**src/rtl/image_row_column_projection_macros.svh**
```systemverilog
// Assertion macros shared by the projection block.
`ifndef IMAGE_ROW_COLUMN_PROJECTION_MACROS_SVH
`define IMAGE_ROW_COLUMN_PROJECTION_MACROS_SVH

// Same-cycle implication.
`define ICP_ASSERT_IMPL(lbl, clk, rst_n, ante, cons, msg) \
    lbl: assert property (@(posedge clk) disable iff (!rst_n) (ante) |-> (cons)) \
        else $error(msg);

// Next-cycle implication.
`define ICP_ASSERT_NEXT(lbl, clk, rst_n, ante, cons, msg) \
    lbl: assert property (@(posedge clk) disable iff (!rst_n) (ante) |=> (cons)) \
        else $error(msg);

`endif

```
**src/rtl/icp_pkg.sv**
```systemverilog
package icp_pkg;

    localparam int MAX_WIDTH  = 4096;
    localparam int MAX_HEIGHT = 4096;
    localparam int PIXEL_BITS = 8;

    localparam int COL_BITS = $clog2(MAX_WIDTH);
    localparam int ROW_BITS = $clog2(MAX_HEIGHT);
    localparam int DIM_BITS = 13;
    localparam int SUM_BITS = 20;

    localparam int FIFO_DEPTH = 4;
    localparam int FIFO_PTR_BITS = $clog2(FIFO_DEPTH);
    localparam int FIFO_CNT_BITS = $clog2(FIFO_DEPTH + 1);

    localparam logic REG_FRAME_WIDTH  = 1'b0;
    localparam logic REG_FRAME_HEIGHT = 1'b1;

    localparam logic [DIM_BITS-1:0] WIDTH_RESET  = DIM_BITS'(640);
    localparam logic [DIM_BITS-1:0] HEIGHT_RESET = DIM_BITS'(480);

    localparam logic KIND_ROW = 1'b0;
    localparam logic KIND_COL = 1'b1;

    typedef struct packed {
        logic                kind;
        logic [COL_BITS-1:0] index;
        logic [SUM_BITS-1:0] total;
        logic                frame_done;
    } result_t;

    function automatic logic [DIM_BITS-1:0] clamp_dim(
        input logic [DIM_BITS-1:0] v,
        input logic [DIM_BITS-1:0] maxv
    );
        logic [DIM_BITS-1:0] r;
        begin
            r = v;
            if (v == '0)
            begin
                r = DIM_BITS'(1);
            end
            else if (v > maxv)
            begin
                r = maxv;
            end
            return r;
        end
    endfunction

endpackage

```
**src/rtl/icp_out_fifo.sv**
```systemverilog
`include "image_row_column_projection_macros.svh"

module icp_out_fifo (
    input  logic                                clk,
    input  logic                                rst_n,
    input  logic                                push_valid,
    output logic                                push_ready,
    input  icp_pkg::result_t                    push_data,
    output logic                                result_valid,
    input  logic                                result_ready,
    output icp_pkg::result_t                    result_data
);
    import icp_pkg::*;

    result_t                  entry_reg [FIFO_DEPTH];
    logic [FIFO_PTR_BITS-1:0] wr_ptr_reg, wr_ptr_next;
    logic [FIFO_PTR_BITS-1:0] rd_ptr_reg, rd_ptr_next;
    logic [FIFO_CNT_BITS-1:0] count_reg, count_next;
    logic                     push;
    logic                     pop;

    assign push_ready   = count_reg != FIFO_CNT_BITS'(FIFO_DEPTH);
    assign result_valid = count_reg != '0;
    assign result_data  = entry_reg[rd_ptr_reg];
    assign push = push_valid && push_ready;
    assign pop  = result_valid && result_ready;

    always_comb
    begin
        wr_ptr_next = push ? wr_ptr_reg + FIFO_PTR_BITS'(1) : wr_ptr_reg;
        rd_ptr_next = pop ? rd_ptr_reg + FIFO_PTR_BITS'(1) : rd_ptr_reg;
        count_next  = count_reg;
        if (push && !pop)
        begin
            count_next = count_reg + FIFO_CNT_BITS'(1);
        end
        else if (pop && !push)
        begin
            count_next = count_reg - FIFO_CNT_BITS'(1);
        end
    end

    always_ff @(posedge clk or negedge rst_n)
    begin
        if (!rst_n)
        begin
            wr_ptr_reg <= '0;
            rd_ptr_reg <= '0;
            count_reg  <= '0;
        end
        else
        begin
            wr_ptr_reg <= wr_ptr_next;
            rd_ptr_reg <= rd_ptr_next;
            count_reg  <= count_next;
        end
    end

    always_ff @(posedge clk)
    begin
        if (push)
        begin
            entry_reg[wr_ptr_reg] <= push_data;
        end
    end

    `ICP_ASSERT_IMPL(a_count_bound, clk, rst_n, 1'b1,
        count_reg <= FIFO_CNT_BITS'(FIFO_DEPTH), "queue count above depth")
    `ICP_ASSERT_NEXT(a_count_up, clk, rst_n, push && !pop,
        count_reg == $past(count_reg) + FIFO_CNT_BITS'(1), "queue count did not rise")
    `ICP_ASSERT_NEXT(a_count_down, clk, rst_n, pop && !push,
        count_reg == $past(count_reg) - FIFO_CNT_BITS'(1), "queue count did not fall")

endmodule

```
**config.mk**
```make
export PLATFORM = sky130hd
export DESIGN_NAME = icp_out_fifo
export DESIGN_NICKNAME = d
export VERILOG_FILES = /design/src/rtl/icp_pkg.sv /design/src/rtl/icp_out_fifo.sv
export VERILOG_INCLUDE_DIRS = /design/src /design/src/rtl
export SDC_FILE = /design/constraint.sdc
export NUM_CORES = 1
export LEC_CHECK = 0
export BUFFER_PORTS_ARGS = -buffer_cell sky130_fd_sc_hd__buf_2
export CAP_MARGIN = 25
export CORE_MARGIN = 2
export CORE_UTILIZATION = 60
export CTS_CLUSTER_DIAMETER = 100
export CTS_CLUSTER_SIZE = 8
export DETAILED_ROUTE_END_ITERATION = 10
export GPL_TIMING_DRIVEN = 0
export PLACE_DENSITY = 0.83
export SYNTH_ARGS = -nofsm -noshare
export SYNTH_HDL_FRONTEND = slang
export SYNTH_SLANG_ARGS = --single-unit
```
**constraint.sdc**
```tcl
create_clock -name clk -period 3.2 [get_ports clk]
set_input_delay 0.64 -clock clk [delete_from_list [all_inputs] [get_ports clk]]
set_output_delay 0.64 -clock clk [all_outputs]
set_load 0.005 [all_outputs]
```
==> results.txt <==
On the final layout, the worst hold slack is 0.346 ns. The number of instances in the placed design is 394. By instance count, the leading cell after synthesis is edfxtp_1. The run finished with clean final reports. The number of standard cells after synthesis came out at 213. The initial antenna violation count is 0.

The depth of the worst hold-timing path came out at 1. The pre-antenna-repair detailed-routing pass consisted of 4 iterations. The analysis attributes to cell leakage a power of 2.29 nW. In this run the most used layer during global routing was met2. The chip height is 98.6 um. By count the netlist is led by edfxtp_1 (136), mux4_2 (28), dfrtp_1 (7).

The initial cell density of the core is 61.6%. The power share of the clock group came out at 30.1%. The number of max-cap violations is 0.

The routability-driven placement congestion ratio came out at 0.686. The start of the worst register-to-register path is count_reg[1]$_DFFE_PN0P_. In this run, the number of DRC markers left after iteration 0 of detailed routing was 177. The number of warning messages in the yosys log came out at 0. By area the synthesized netlist is led by edfxtp_1 (76%), mux4_2 (12%), dfrtp_1 (3.3%). The share of flip-flops with an asynchronous set or reset came out at 4.90%. The final period utilization came out at 78.7%. The average routed wire per standard cell is 20.5 um. The final worst clock skew is 0.00543 ns. In this run the critical register-to-register path is captured at count_reg[2]$_DFFE_PN0P_. Entering global routing, the biggest net connects 35 pins. The horizontal die dimension came out at 98.6 um. The net switching fraction of the power came out at 26.8%. The estimated wirelength of the detail-placed design came out at 5070 um. The worst-case reg-to-reg path depth is 8.

Relative to the synthesized area, the layout overhead comes to 20.0%. The net count reported at finish came out at 350. The number of nets still failing antenna checks after routing came out at 0.

IR analysis of the VDD net gives a maximum drop of 0.520 mV. For this run, design rule violations remaining after detail routing come to 0. The met3 capacity usage during global routing is 4.61%. The via density per instance is 5.78. The core region area came out at 8720 um2. The total number of vias is 2461. Global routing used 19.2% of the available tracks across all layers. The number of hold violations in the final report was 0.

The critical path required time is 2.56 ns. The total routed wirelength came out at 8740 um. The largest single stage delay on the critical path is 0.53 ns. The post-synthesis sequential area ratio is 79.3%. The number of buffers inserted during clock tree synthesis is 17. The met2 usage in global routing is 30.9%.

The depth of the CTS H-tree is 4. The transition at the pin with the smallest max-transition slack is 0.951 ns. The met1 usage in global routing is 24.8%. The highest fanout seen on the critical path came out at 10. The total buffers and inverters traversed by the critical path came out at 3.

In this run the clock root is driven by a clkbuf_8. The summed negative setup slack over all endpoints came out at 0 ns. The cell family contributing the most delay on the critical path is multiplexers. The maximum count of clock buffers along a single path is 2.

In this run the post-CTS setup repair buffer count came out at 0. The final number of setup-violating endpoints is 0. The CTS clock-pin slew for the worst setup and hold paths came out at 0.06 ns. The kind of end point of the critical path is an output port. The total power density per cell area is 943 nW/um2. The number of inserted diodes came out at 0. Traced cell by cell, the critical path runs through buf_6 > buf_12 > mux4_2 > buf_2. The cell area after technology mapping is 5370 um2. The post-route netlist has 45.9% of its cells at a drive strength greater than 1. The type of the most critical hold path is primary input to flip-flop. The switching power total came out at 1.63 mW. Of the total power, registers draw 42.8%. The most critical setup path has its startpoint at rd_ptr_reg[0]$_DFFE_PN0P_. The number of flip-flops and latches in the synthesized netlist came out at 143.

Once layout is complete, the cells apart from fillers number 426. The worst-case headroom to the max-slew limit came out at 36.6%. The largest area contributor in the synthesized netlist is edfxtp_1. The worst setup path is of the flip-flop to output port kind.

The cell internal power dissipation came out at 4.45 mW. The register-to-register setup slack is 1.04 ns. For hold timing, the worst endpoint is entry_reg[2][11]$_DFFE_PP_.

The average cell area after synthesis came out at 25.2 um2. Clock latency on the worst-skew pair, taken at its later pin, is 0.51 ns. The logic gate share of total power came out at 27.1%. The number of flip-flops under the largest register name is 136. The total of buffers placed on input and output ports came out at 73. TritonCTS built the clock tree. Setup repair after global routing left no endpoint under its margin. The top flip-flop cell by instance count after synthesis is edfxtp_1. STA puts the critical path data arrival time at 1.88 ns. The overall power after layout is 6.08 mW. The slowest stage of the critical path is the mux4_2 cell. The fmax is 0.397 GHz.

The worst hold path begins at push_data[11]. The number of global-route vias before repair is 2588. The fraction of synthesized cell area taken by the top area cell type came out at 76.0%. The worst setup path is launched from a flip-flop. Row generation in the floorplan step produced 34 rows. The final count of pins violating max slew came out at 0. The unique cell type count in the Yosys netlist is 19.

The post-layout minimum cycle time came out at 2.52 ns. The share of the core filled with cells in the final layout is 73.9%. The area enclosed by the die boundary is 9720 um2. The number of flops mapped to enable cells by yosys came out at 136.

The count of clock tree sinks is 143. The wire length of the first global-routing pass came out at 13500 um. The I/O pin count came out at 74. The total global routing overflow came out at 0. The synthesized net count is 257.
[metal layers]
metal  routed length, um  part of all wire [%]  up-vias
li1                    -                     -     1086
met4                 116                   1.3        0
met5                   0                     0        -
met2                4410                    50       91
met1                3670                    42     1274
met3                 543                   6.2       10
[cell type report]
cell class,instances,area [um2]
Tap cell,108,135
Fill cell,485,2280
Clock buffer,18,418
Inverter,3,11.3
Buffer,8,91.3
Sequential cell,143,4260
Clock inverter,13,139
Multi-Input combinational cell,59,1010
Timing Repair Buffer,74,375
[cells by family (layout without fill, tap and decap cells)]
kind of cell | Yosys count | after routing | synth area share, %
buffers and inverters | 11 | 116 | 1.91
AOI/OAI and AO/OA | 1 | 1 | 0.210
DFF | 143 | 143 | 79.3
muxes | 36 | 36 | 15.1
and+or+nand+nor | 10 | 10 | 0.955
adders and majority gates | 6 | 6 | 1.54
xor gates and xnor gates | 6 | 6 | 0.979
[cells in the final DEF (no fill, tap or decap)]
cell,netlist,routed
mux4_1,6,6
ha_1,5,5
dlygate4sd3_1,0,1
or3_1,1,1
buf_6,1,1
xnor2_1,4,4
fa_1,1,1
clkinv_2,0,4
mux4_2,28,28
and2_2,0,4
clkbuf_16,0,16
clkbuf_8,0,1
clkinvlp_4,0,2
clkbuf_1,0,1
nand2_1,2,2
mux2_2,2,2
bufinv_16,0,2
a21boi_2,1,1
buf_12,3,3
dfrtp_1,7,7
nand3_1,1,1
inv_6,0,3
edfxtp_1,136,136
buf_2,4,77
xor2_1,2,2
nor2_1,2,2
inv_1,3,3
clkinv_4,0,2
[power by group through the flow]
| stage | Clock (mW) | Sequential (mW) | Combinational [mW] |
|---|---|---|---|
| floorplan | 0 | 2.60 | 1.11 |
| global placement | 0 | 2.62 | 1.63 |
| detailed placement | 0 | 2.64 | 1.67 |
| CTS | 1.86 | 2.61 | 1.69 |
| global route | 1.93 | 2.64 | 1.78 |
| finish | 1.83 | 2.60 | 1.64 |
[worst register-to-register path, cell delays in order, from the launching register on]
cell     delay [ns]
dfrtp_1        0.41
or3_1          0.43
nand2_1        0.13
ha_1           0.20
inv_1          0.06
fa_1           0.38
xor2_1         0.17
nor2_1         0.13
xor2_1         0.17
[worst max path at each step]
stage,slack [ns],endpoint,cells after the start
floorplan,1.03,entry_reg[0][0]$_DFFE_PP_,2
global placement,0.35,entry_reg[0][8]$_DFFE_PP_,3
detailed placement,0.87,entry_reg[0][22]$_DFFE_PP_,3
CTS,0.65,result_data[0],4
global route,0.60,result_data[18],4
finish,0.68,result_data[0],4
[per-stage QoR]
stage	setup slack, ns	area [um2]
global placement	0.345	5870
CTS	0.649	6440
detailed placement	0.875	5880
global route	0.600	6440
floorplan	1.03	5370
finish	0.683	6440
[timing repair]
action                     4_1_cts  5_1_grt
hold endpoints to repair         7        0
hold buffers                     1        0
setup endpoints to repair        0        0
resized for setup                0        0
Power figures use the tool's default switching activity.
